===== src/rtl/ffb_pkg.sv =====
// ----------------------------------------------------------------------------
// ffb_pkg
// Shared types for the first-fit block allocator: result codes, datapath
// command and status groups, elaboration helpers.
// ----------------------------------------------------------------------------
package ffb_pkg;

    typedef enum logic [2:0] {
        ST_GRANTED  = 3'd0,
        ST_BAD_SIZE = 3'd1,
        ST_NO_SPACE = 3'd2,
        ST_FREED    = 3'd3,
        ST_IGNORED  = 3'd4
    } t_status;

    typedef enum logic [3:0] {
        DP_NOP,
        DP_LOAD,
        DP_PAGE_INIT,
        DP_NEXT_PAGE,
        DP_READ_CUR,
        DP_ALLOC_EVAL,
        DP_WRITE_SPLIT,
        DP_WRITE_PREV,
        DP_WRITE_CUR,
        DP_FREE_CHECK,
        DP_READ_C,
        DP_FREE_SIZE,
        DP_FREE_STEP,
        DP_FREE_CHDR,
        DP_WRITE_C,
        DP_FREE_LINK
    } t_dp_op;

    typedef struct packed {
        t_dp_op  op;
    } t_dp_cmd;

    typedef struct packed {
        logic is_free;
        logic bad_size;
        logic last_page;
        logic fit;
        logic split;
        logic valid;
        logic bad;
        logic walk_more;
        logic ignore;
        logic merge;
    } t_dp_stat;

    // count of trailing zero bits, used at elaboration only
    function automatic int ctz(input int v);
        int n;
        n = 0;
        for (int i = 0; i < 31; i++) begin
            if ((((v >> i) & 1) == 0) && (n == i)) begin
                n = i + 1;
            end
        end
        return n;
    endfunction

endpackage


===== src/rtl/ffb_ctrl.sv =====
// ----------------------------------------------------------------------------
// ffb_ctrl
// Allocator sequencer: one request at a time, drives datapath commands and
// hands the result code to the output stage.
// ----------------------------------------------------------------------------
module ffb_ctrl (
    input  logic                i_clk,
    input  logic                i_rst_n,
    input  logic                i_accept,
    input  logic                i_out_free,
    input  ffb_pkg::t_dp_stat   i_stat,
    output logic                o_ready,
    output logic                o_push,
    output ffb_pkg::t_status    o_code,
    output ffb_pkg::t_dp_cmd    o_cmd
);
    import ffb_pkg::*;

    typedef enum logic [20:0] {
        S_IDLE     = 21'd1 << 0,
        S_DISPATCH = 21'd1 << 1,
        S_A_PAGE   = 21'd1 << 2,
        S_A_TEST   = 21'd1 << 3,
        S_A_READ   = 21'd1 << 4,
        S_A_EVAL   = 21'd1 << 5,
        S_A_SPLIT  = 21'd1 << 6,
        S_A_PREV   = 21'd1 << 7,
        S_A_CUR    = 21'd1 << 8,
        S_F_CHECK  = 21'd1 << 9,
        S_F_GATE   = 21'd1 << 10,
        S_F_READC  = 21'd1 << 11,
        S_F_SIZE   = 21'd1 << 12,
        S_F_LOOP   = 21'd1 << 13,
        S_F_READ   = 21'd1 << 14,
        S_F_STEP   = 21'd1 << 15,
        S_F_READN  = 21'd1 << 16,
        S_F_CHDR   = 21'd1 << 17,
        S_F_WRC    = 21'd1 << 18,
        S_F_LINK   = 21'd1 << 19,
        S_RESULT   = 21'd1 << 20
    } t_state;

    t_state  r_state, n_state;
    t_status r_code, n_code;

    always_comb begin
        n_state  = r_state;
        n_code   = r_code;
        o_cmd.op = DP_NOP;
        o_push   = 1'b0;
        unique case (r_state)
            S_IDLE: begin
                if (i_accept) begin
                    o_cmd.op = DP_LOAD;
                    n_state  = S_DISPATCH;
                end
            end
            S_DISPATCH: begin
                if (i_stat.is_free) begin
                    n_state = S_F_CHECK;
                end else if (i_stat.bad_size) begin
                    n_code  = ST_BAD_SIZE;
                    n_state = S_RESULT;
                end else begin
                    n_state = S_A_PAGE;
                end
            end
            S_A_PAGE: begin
                o_cmd.op = DP_PAGE_INIT;
                n_state  = S_A_TEST;
            end
            S_A_TEST: begin
                if (i_stat.fit) begin
                    n_state = i_stat.split ? S_A_SPLIT : S_A_PREV;
                end else if (i_stat.valid) begin
                    n_state = S_A_READ;
                end else if (i_stat.last_page) begin
                    n_code  = ST_NO_SPACE;
                    n_state = S_RESULT;
                end else begin
                    o_cmd.op = DP_NEXT_PAGE;
                    n_state  = S_A_PAGE;
                end
            end
            S_A_READ: begin
                o_cmd.op = DP_READ_CUR;
                n_state  = S_A_EVAL;
            end
            S_A_EVAL: begin
                o_cmd.op = DP_ALLOC_EVAL;
                n_state  = S_A_TEST;
            end
            S_A_SPLIT: begin
                o_cmd.op = DP_WRITE_SPLIT;
                n_state  = S_A_PREV;
            end
            S_A_PREV: begin
                o_cmd.op = DP_WRITE_PREV;
                n_state  = S_A_CUR;
            end
            S_A_CUR: begin
                o_cmd.op = DP_WRITE_CUR;
                n_code   = ST_GRANTED;
                n_state  = S_RESULT;
            end
            S_F_CHECK: begin
                o_cmd.op = DP_FREE_CHECK;
                n_state  = S_F_GATE;
            end
            S_F_GATE: begin
                if (i_stat.bad) begin
                    n_code  = ST_IGNORED;
                    n_state = S_RESULT;
                end else begin
                    n_state = S_F_READC;
                end
            end
            S_F_READC: begin
                o_cmd.op = DP_READ_C;
                n_state  = S_F_SIZE;
            end
            S_F_SIZE: begin
                o_cmd.op = DP_FREE_SIZE;
                n_state  = S_F_LOOP;
            end
            S_F_LOOP: begin
                if (i_stat.bad) begin
                    n_code  = ST_IGNORED;
                    n_state = S_RESULT;
                end else if (i_stat.walk_more) begin
                    n_state = S_F_READ;
                end else if (i_stat.ignore) begin
                    n_code  = ST_IGNORED;
                    n_state = S_RESULT;
                end else if (i_stat.merge) begin
                    n_state = S_F_READN;
                end else begin
                    n_state = S_F_CHDR;
                end
            end
            S_F_READ: begin
                o_cmd.op = DP_READ_CUR;
                n_state  = S_F_STEP;
            end
            S_F_STEP: begin
                o_cmd.op = DP_FREE_STEP;
                n_state  = S_F_LOOP;
            end
            S_F_READN: begin
                o_cmd.op = DP_READ_CUR;
                n_state  = S_F_CHDR;
            end
            S_F_CHDR: begin
                o_cmd.op = DP_FREE_CHDR;
                n_state  = S_F_WRC;
            end
            S_F_WRC: begin
                o_cmd.op = DP_WRITE_C;
                n_state  = S_F_LINK;
            end
            S_F_LINK: begin
                o_cmd.op = DP_FREE_LINK;
                n_code   = ST_FREED;
                n_state  = S_RESULT;
            end
            S_RESULT: begin
                if (i_out_free) begin
                    o_push  = 1'b1;
                    n_state = S_IDLE;
                end
            end
            default: begin
                n_state = S_IDLE;
            end
        endcase
    end

    always_ff @(posedge i_clk) begin
        if (!i_rst_n) begin
            r_state <= S_IDLE;
            r_code  <= ST_GRANTED;
        end else begin
            r_state <= n_state;
            r_code  <= n_code;
        end
    end

    assign o_ready = r_state == S_IDLE;
    assign o_code  = r_code;
endmodule


===== config.mk =====
export PLATFORM = sky130hd
export DESIGN_NAME = ffb_ctrl
export DESIGN_NICKNAME = d
export VERILOG_FILES = /design/src/rtl/ffb_pkg.sv /design/src/rtl/ffb_ctrl.sv
export SDC_FILE = /design/constraint.sdc
export NUM_CORES = 1
export LEC_CHECK = 0
export BUFFER_PORTS_ARGS = -buffer_cell sky130_fd_sc_hd__buf_2
export CORE_MARGIN = 2
export CORE_UTILIZATION = 50
export CTS_CLUSTER_DIAMETER = 80
export CTS_CLUSTER_SIZE = 30
export DETAILED_ROUTE_END_ITERATION = 8
export PLACE_DENSITY = 0.71
export SKIP_CTS_REPAIR_TIMING = 1
export SYNTH_ARGS = -nofsm -noshare
export SYNTH_HDL_FRONTEND = slang
export SYNTH_SLANG_ARGS = --single-unit

===== constraint.sdc =====
create_clock -name i_clk -period 5.1 [get_ports i_clk]
set_input_delay 1.02 -clock i_clk [delete_from_list [all_inputs] [get_ports i_clk]]
set_output_delay 1.02 -clock i_clk [all_outputs]
set_load 0.02 [all_outputs]

Word level (Yosys, flattened, before mapping)
Cells that the tools add are included.
{"block": "totals", "ff_bits": 24, "word_cells": 71, "out_inout_bits": 9}
{"block": "classes", "n_reduce_logical": 7, "muxes": 31, "n_eq_ne": 31}
{"operator": "21-bit one-hot mux with 18 select lines", "count": 1}
{"operator": "21-bit 2-to-1 mux", "count": 11}
{"operator": "4-bit one-hot mux with 15 select lines", "count": 1}
{"operator": "3-bit 2-to-1 mux", "count": 9}
{"operator": "21-bit by 1-bit == test with 1-bit output (second input constant)", "count": 1}
{"operator": "21-bit by 10-bit == test with 1-bit output (second input constant)", "count": 1}
{"operator": "21-bit by 11-bit == test with 1-bit output (second input constant)", "count": 1}
{"operator": "21-bit by 12-bit == test with 1-bit output (second input constant)", "count": 1}
{"operator": "21-bit by 13-bit == test with 1-bit output (second input constant)", "count": 1}
{"operator": "21-bit by 14-bit == test with 1-bit output (second input constant)", "count": 1}
{"operator": "21-bit by 15-bit == test with 1-bit output (second input constant)", "count": 1}
{"operator": "21-bit by 16-bit == test with 1-bit output (second input constant)", "count": 1}
{"operator": "21-bit by 17-bit == test with 1-bit output (second input constant)", "count": 1}
{"operator": "21-bit by 18-bit == test with 1-bit output (second input constant)", "count": 1}
{"operator": "21-bit by 19-bit == test with 1-bit output (second input constant)", "count": 1}
{"operator": "21-bit by 2-bit == test with 1-bit output (second input constant)", "count": 1}
{"operator": "21-bit by 20-bit == test with 1-bit output (second input constant)", "count": 1}
{"operator": "21-bit == test (second input constant)", "count": 1}
{"operator": "21-bit by 3-bit == test with 1-bit output (second input constant)", "count": 1}
{"operator": "21-bit by 4-bit == test with 1-bit output (second input constant)", "count": 1}
{"operator": "21-bit by 5-bit == test with 1-bit output (second input constant)", "count": 1}
{"operator": "21-bit by 6-bit == test with 1-bit output (second input constant)", "count": 1}
{"operator": "21-bit by 7-bit == test with 1-bit output (second input constant)", "count": 1}
{"operator": "21-bit by 8-bit == test with 1-bit output (second input constant)", "count": 1}
{"operator": "other kinds (13)", "count": 27}

Depth between registers and ports, before layout
Gate-level depths: netlist of run 1.
{"block": "logic_depth", "depth_word": 5, "mapped_depth": 7}

Least setup slack after synthesis of run 1
OpenSTA, ideal clock, no wires.
{"block": "synth_timing", "kind": "register -> output", "from": "reg r_state[12]", "to": "out o_cmd[0] in the netlist's numbering", "path_stages_with_launch": 8, "required_ns": 4.080, "arrival_time_ns": 2.179, "path_slack_ns": 1.901, "cell_sequence": "dfxtp_1 -> or4_4 -> nor3_4 -> nand2_1 -> or4b_4 -> inv_1 -> a21oi_1 -> nand4_2"}
{"element": "start: declaration", "line_no": "ffb_ctrl.sv:43", "text": "t_state r_state, n_state;"}
{"element": "start signal: assignment", "line_no": "ffb_ctrl.sv:183", "text": "r_state <= n_state;"}
{"element": "end: declaration", "line_no": "ffb_ctrl.sv:15", "text": "output ffb_pkg::t_dp_cmd o_cmd"}

==> flow_summary.yaml, run 1 <==
route:
  drt_iter0_markers: 129
  drc: 0
  vias: 1565
  viasPerCell: 6.58
  routed_wl_um: 4340
  firstDrtPassIters: 4
  wl_per_cell_um: 18.2
  postRouteAntennaNets: 0
floorplanning:
  core_um2: 3000
  die_area_um2: 3560
  fp.dieW_um: 59.6
  row_count: 20
  initial_utilization_pct: 51.5
  io_pins: 23
  fp.dieH_um: 59.6
worst_setup_path:
  slowest_stage: "nor4_1"
  path_class: "register to primary output"
  ff2ff_setup_slack_ns: 2.36
  end_kind: "primary output"
  critical_path_arrival_ns: 2.84
  path_cells: "nor4_1 -> nand4_1 -> nor3_1 -> nand3_1 -> and3_1 -> o311ai_0 -> buf_2"
  critPathMaxFanout: 8
  cp_top_family: "simple AND/OR/NAND/NOR gates"
  start_kind: "register"
  crit_required_ns: 4.08
  cpPeakStageDelay_ns: 0.56
  path_buf_inv: 1
power:
  pwr_density_cell_nw_per_um2: 204
  power.leakage_nw: 0.691
  ir_worst_vdd_mv: 0.133
clocking:
  cts_tree: "done"
  cts.sinks: 24
  htreeDepth: 1
  ctsRootBufferMaster: "clkbuf_4"
  clk_path_buf_depth: 2
  path_clk_slew_ns: 0.13
  cts_inserted_buffers: 3
  clock_latency_ns: 0.31
timing:
  finalWorstSetupSlack_ns: 1.24
  slew_headroom_pct: 61.0
  fin_setup_tns_ns: 0
  fmax_mhz: 259
  slew_violations: 0
  period_share_pct: 75.7
  finalSetupViolCount: 0
  finalHoldViolCount: 0
  rsz0062_at_grt: "no"
  finalClockSkew_ns: 0.00713
  finalCriticalPeriod_ns: 3.86
  worst_pin_slew_ns: 0.580
synth:
  yosys.area.top_type_share_pct: 31.0
  synth_seq_cells: 24
  ys_async_sr_fraction_pct: 0
  ys_warn_count: 0
  syn_area_um2: 1550
  yosysTopAreaCell: "dfxtp_1"
  syn_inst: 182
  syn-num-nets: 196
  seq_area_frac_synth_pct: 31.0
  synthTopCellsByArea: "dfxtp_1, nor2_1, or4_4, nor4b_1, nand3_1"
  ys.flop_type: "dfxtp_1"
  syn_avg_cell_area_um2: 8.50
  synth_cell_types: 49
  synth_edf_count: 0
cells_and_area:
  layout.nets: 220
  layout-drive-gt1-share_pct: 24.9
  final-seq-area_um2: 480
  n_fill_cell: 282
  area_delta_synth_final_pct: 11.2
  multi_input_area_um2: 1040
  antennaDiodeCount: 0
  stdcell_count: 238
global_routing:
  grt-ovfl-total: 0
  grt_pass1_vias: 1463
  grt_pass1_wl_um: 7040
  grt_max_degree: 16
  antenna_found_initial: 0
  track_usage_pct: 26.6
hold_path:
  hp-class: "register to register"
place:
  place_hpwl_um: 3440
  port_buffers: 22
  globalplace.congestion: 0.968
  preCtsSetupSlack_ns: 1.68
  placed_cells: 234
run_status:
  status: "finished, final reports clean"
flow_run:
  maxCapViolCount: 0
## through the flow
stage | total power [mW] | util [%] | hold slack [ns] | area [um2]
final | 0.351 | 57.3 | 0.507 | 1720
after global routing | 0.368 | 57.3 | 0.544 | 1720
after CTS | 0.355 | 57.3 | 0.511 | 1720
after detailed placement | 0.254 | 56.1 | 0.484 | 1680
after global placement | 0.254 | 56.1 | 0.478 | 1680
after floorplan | 0.235 | - | 0.504 | 1550
## cell usage after synthesis (2+ instances only)
| master | n |
|---|---|
| a21oi_1 | 9 |
| a31oi_1 | 2 |
| and2_1 | 2 |
| and3_1 | 5 |
| clkbuf_1 | 2 |
| dfxtp_1 | 24 |
| inv_1 | 4 |
| nand2_1 | 13 |
| nand2b_1 | 2 |
| nand3_1 | 10 |
| nand3b_1 | 3 |
| nand4_1 | 3 |
| nand4_2 | 2 |
| nand4b_1 | 4 |
| nor2_1 | 22 |
| nor2b_1 | 3 |
| nor3_1 | 8 |
| nor3b_1 | 2 |
| nor4_1 | 8 |
| nor4_2 | 2 |
| nor4_4 | 2 |
| nor4b_1 | 6 |
| o21ai_0 | 4 |
| o311ai_0 | 2 |
| or2_2 | 3 |
| or4_1 | 2 |
| or4_4 | 5 |
| or4b_2 | 3 |
| xnor2_1 | 2 |
| xor2_1 | 4 |
## worst paths after layout
path / startpoint / depth (start not counted) / endpoint
hold reg to reg: o_code[1]$_SDFFE_PN0P_ / 2 / o_code[1]$_SDFFE_PN0P_
setup reg to reg: r_state[9]$_SDFFE_PN0P_ / 6 / r_state[0]$_SDFFE_PN1P_
hold / removal: o_code[1]$_SDFFE_PN0P_ / 2 / o_code[1]$_SDFFE_PN0P_
setup / recovery: r_state[9]$_SDFFE_PN0P_ / 7 / o_cmd[2]
## where the power goes
part / internal (mW) / switching (mW) / total, mW
registers: 0.190 / 0.00247 / 0.192
logic: 0.0218 / 0.0370 / 0.0589
clock network: 0.0436 / 0.0555 / 0.0991
total: 0.255 / 0.0950 / 0.351
## registers in the layout (all words and copies together) (netlist names)
signal	count
o_code	3
r_state	21
## cell families after synthesis
family / synth area share [%]
AOI/OAI and AO/OA: 13.3
buffers and inverters: 1.94
xor gates and xnor gates: 3.40
and+or+nand+nor: 50.4
DFF: 31.0
## layout by cell type (no fill, tap or decap), types with 4 or more instances in the layout
| master | netlist | layout |
|---|---|---|
| nor4b_1 | 6 | 6 |
| xor2_1 | 4 | 4 |
| nor2_1 | 22 | 22 |
| nor4_1 | 8 | 8 |
| o21ai_0 | 4 | 4 |
| and3_1 | 5 | 5 |
| inv_1 | 4 | 4 |
| a21oi_1 | 9 | 9 |
| nor3_1 | 8 | 8 |
| nand3_1 | 10 | 10 |
| nand4b_1 | 4 | 4 |
| or4_4 | 5 | 5 |
| dfxtp_1 | 24 | 24 |
| buf_2 | 0 | 22 |
| nand2_1 | 13 | 13 |
## layout make-up
type / instances / area share [%]
multi-input cells: 151 / 60.3
well taps: 33 / 2.40
clock buffers: 4 / 2.11
inverters: 4 / 0.873
repair buffers: 22 / 6.40
flip-flops and latches: 24 / 27.9
## metal layers
| layer | vias to the layer above | track usage (%) | part of all wire (%) |
|---|---|---|---|
| li1 | 755 | - | - |
| met1 | 751 | 36.0 | 45 |
| met2 | 51 | 43.8 | 49 |
| met3 | 8 | 3.93 | 5.2 |
| met4 | 0 | 7.94 | 1.3 |
| met5 | - | 0 | 0 |
## worst reg2reg max path, cell delays in order (launching register included)
cell and delay (ns):
dfxtp_1 0.41, nor4_1 0.56, nand4_1 0.39, nor3_1 0.50, nand3b_1 0.30, o2111a_1 0.25
a41o_1 0.24
Note: power is estimated with default switching activity, not from simulation.
==> inputs of run 2 (changes only) <==
clock period = 3.9 ns   (was 5.1 ns; I/O delays follow)
==> run 2 against run 1 <==
Count of clock-buffer cells in the layout is the same. Combinational power is 35% higher. Critical path depth unchanged. Worst setup slack got worse by 0.90 ns. Clock skew increased by 0.00081 ns. Flip-flop and latch count stayed put. Critical path type unchanged. Largest cell class unchanged. Highest routed layer unchanged.
==> flow_summary.yaml, run 2 (synthesis gave the netlist of run 1 again) <==
global_routing:
  antenna_found_initial: 0
  grt-ovfl-total: 0
  grt_pass1_vias: 1482
  grt_max_degree: 16
  grt_pass1_wl_um: 7110
  track_usage_pct: 26.9
route:
  postRouteAntennaNets: 0
  routed_wl_um: 4380
  drt_iter0_markers: 95
  vias: 1607
  drc: 0
  viasPerCell: 6.70
  firstDrtPassIters: 5
  wl_per_cell_um: 18.2
worst_setup_path:
  crit_required_ns: 3.12
  start_kind: "register"
  path_cells: "or4_4 -> nor4_4 -> nand4_2 -> or4_4 -> and4_4 -> nand4_2 -> buf_2"
  critPathMaxFanout: 7
  critical_path_arrival_ns: 2.78
  cpPeakStageDelay_ns: 0.60
  end_kind: "primary output"
  slowest_stage: "or4_4"
  ff2ff_setup_slack_ns: 1.23
  path_class: "register to primary output"
timing:
  fin_setup_tns_ns: 0
  fmax_mhz: 281
  worst_pin_slew_ns: 0.560
  slew_headroom_pct: 62.4
  finalSetupViolCount: 0
  period_share_pct: 91.2
  finalHoldViolCount: 0
  finalCriticalPeriod_ns: 3.56
  slew_violations: 0
  worst_hold_slack_ns: 0.503
  finalClockSkew_ns: 0.00794
  rsz0062_at_grt: "no"
place:
  globalplace.congestion: 0.970
  place_hpwl_um: 3490
  port_buffers: 22
cells_and_area:
  antennaDiodeCount: 0
  layout-drive-gt1-share_pct: 25.6
  largest_reg_flops: 21
  n_fill_cell: 304
  final_common_cell: "dfxtp_1"
  top_register: "r_state"
  layout.nets: 222
  area_delta_synth_final_pct: 12.1
  final_cell_mix: "dfxtp_1, nor2_1, buf_2, nand2_1, nand3_1"
floorplanning:
  row_count: 20
  die_area_um2: 3560
  core_um2: 3000
  io_pins: 23
  fp.dieW_um: 59.6
  initial_utilization_pct: 51.5
  fp.dieH_um: 59.6
clocking:
  htreeDepth: 1
  cts.sinks: 24
  cts_tree: "done"
  ctsRootBufferMaster: "clkbuf_4"
  cts_inserted_buffers: 3
  clk_path_buf_depth: 2
  path_clk_slew_ns: 0.14
  clock_latency_ns: 0.32
hold_path:
  hp-class: "register to register"
run_status:
  status: "finished, final reports clean"
flow_run:
  maxCapViolCount: 0
power:
  power.leakage_nw: 0.701
  pwr_density_cell_nw_per_um2: 268
  ir_worst_vdd_mv: 0.134
run 2: area by class of cell:
type | count | area, um2 | area share (%)
Clock buffer | 4 | 36.3 | 2.09
Inverter | 4 | 15.0 | 0.865
Multi-Input combinational cell | 151 | 1040 | 59.8
Sequential cell | 24 | 480 | 27.7
Tap cell | 33 | 41.3 | 2.38
Timing Repair Buffer | 24 | 125 | 7.21
run 2: per-stage QoR:
step	instance area [um2]	setup slack [ns]	util, %	instances	total power [mW]
floorplan	1550	0.941	-	182	0.308
detailed placement	1700	0.723	56.6	236	0.335
CTS	1740	0.352	57.8	240	0.469
global route	1740	0.0951	57.8	240	0.490
global placement	1700	0.737	56.6	236	0.334
finish	1740	0.342	57.8	240	0.466
run 2: path summary, 6_finish.rpt:
path,start,depth (start not counted),to
max,r_state[17]$_SDFFE_PN0P_,7,o_cmd[0]
min,o_code[1]$_SDFFE_PN0P_,2,o_code[1]$_SDFFE_PN0P_
max reg2reg,r_state[9]$_SDFFE_PN0P_,6,r_state[0]$_SDFFE_PN1P_
min reg2reg,o_code[1]$_SDFFE_PN0P_,2,o_code[1]$_SDFFE_PN0P_
run 2: critical path: cells and delay by family (launching register included):
family                 cells  cell delay, ns
buffers and inverters      1            0.17
flip-flops                 1            0.40
AND/OR/NAND/NOR            6            1.89
run 2: routing by layer:
metal | global-route usage, % | share of wire (%)
met5 | 0 | 0
met4 | 8.57 | 1.2
met3 | 5.02 | 6.9
met2 | 44.0 | 48
met1 | 35.7 | 44
run 2: power breakdown:
group	internal, mW	leakage, nW	switching [mW]
Sequential	0.249	0.194	0.00333
Combinational	0.0303	0.486	0.0494
Clock	0.0571	0.0210	0.0773
Total	0.336	0.701	0.130
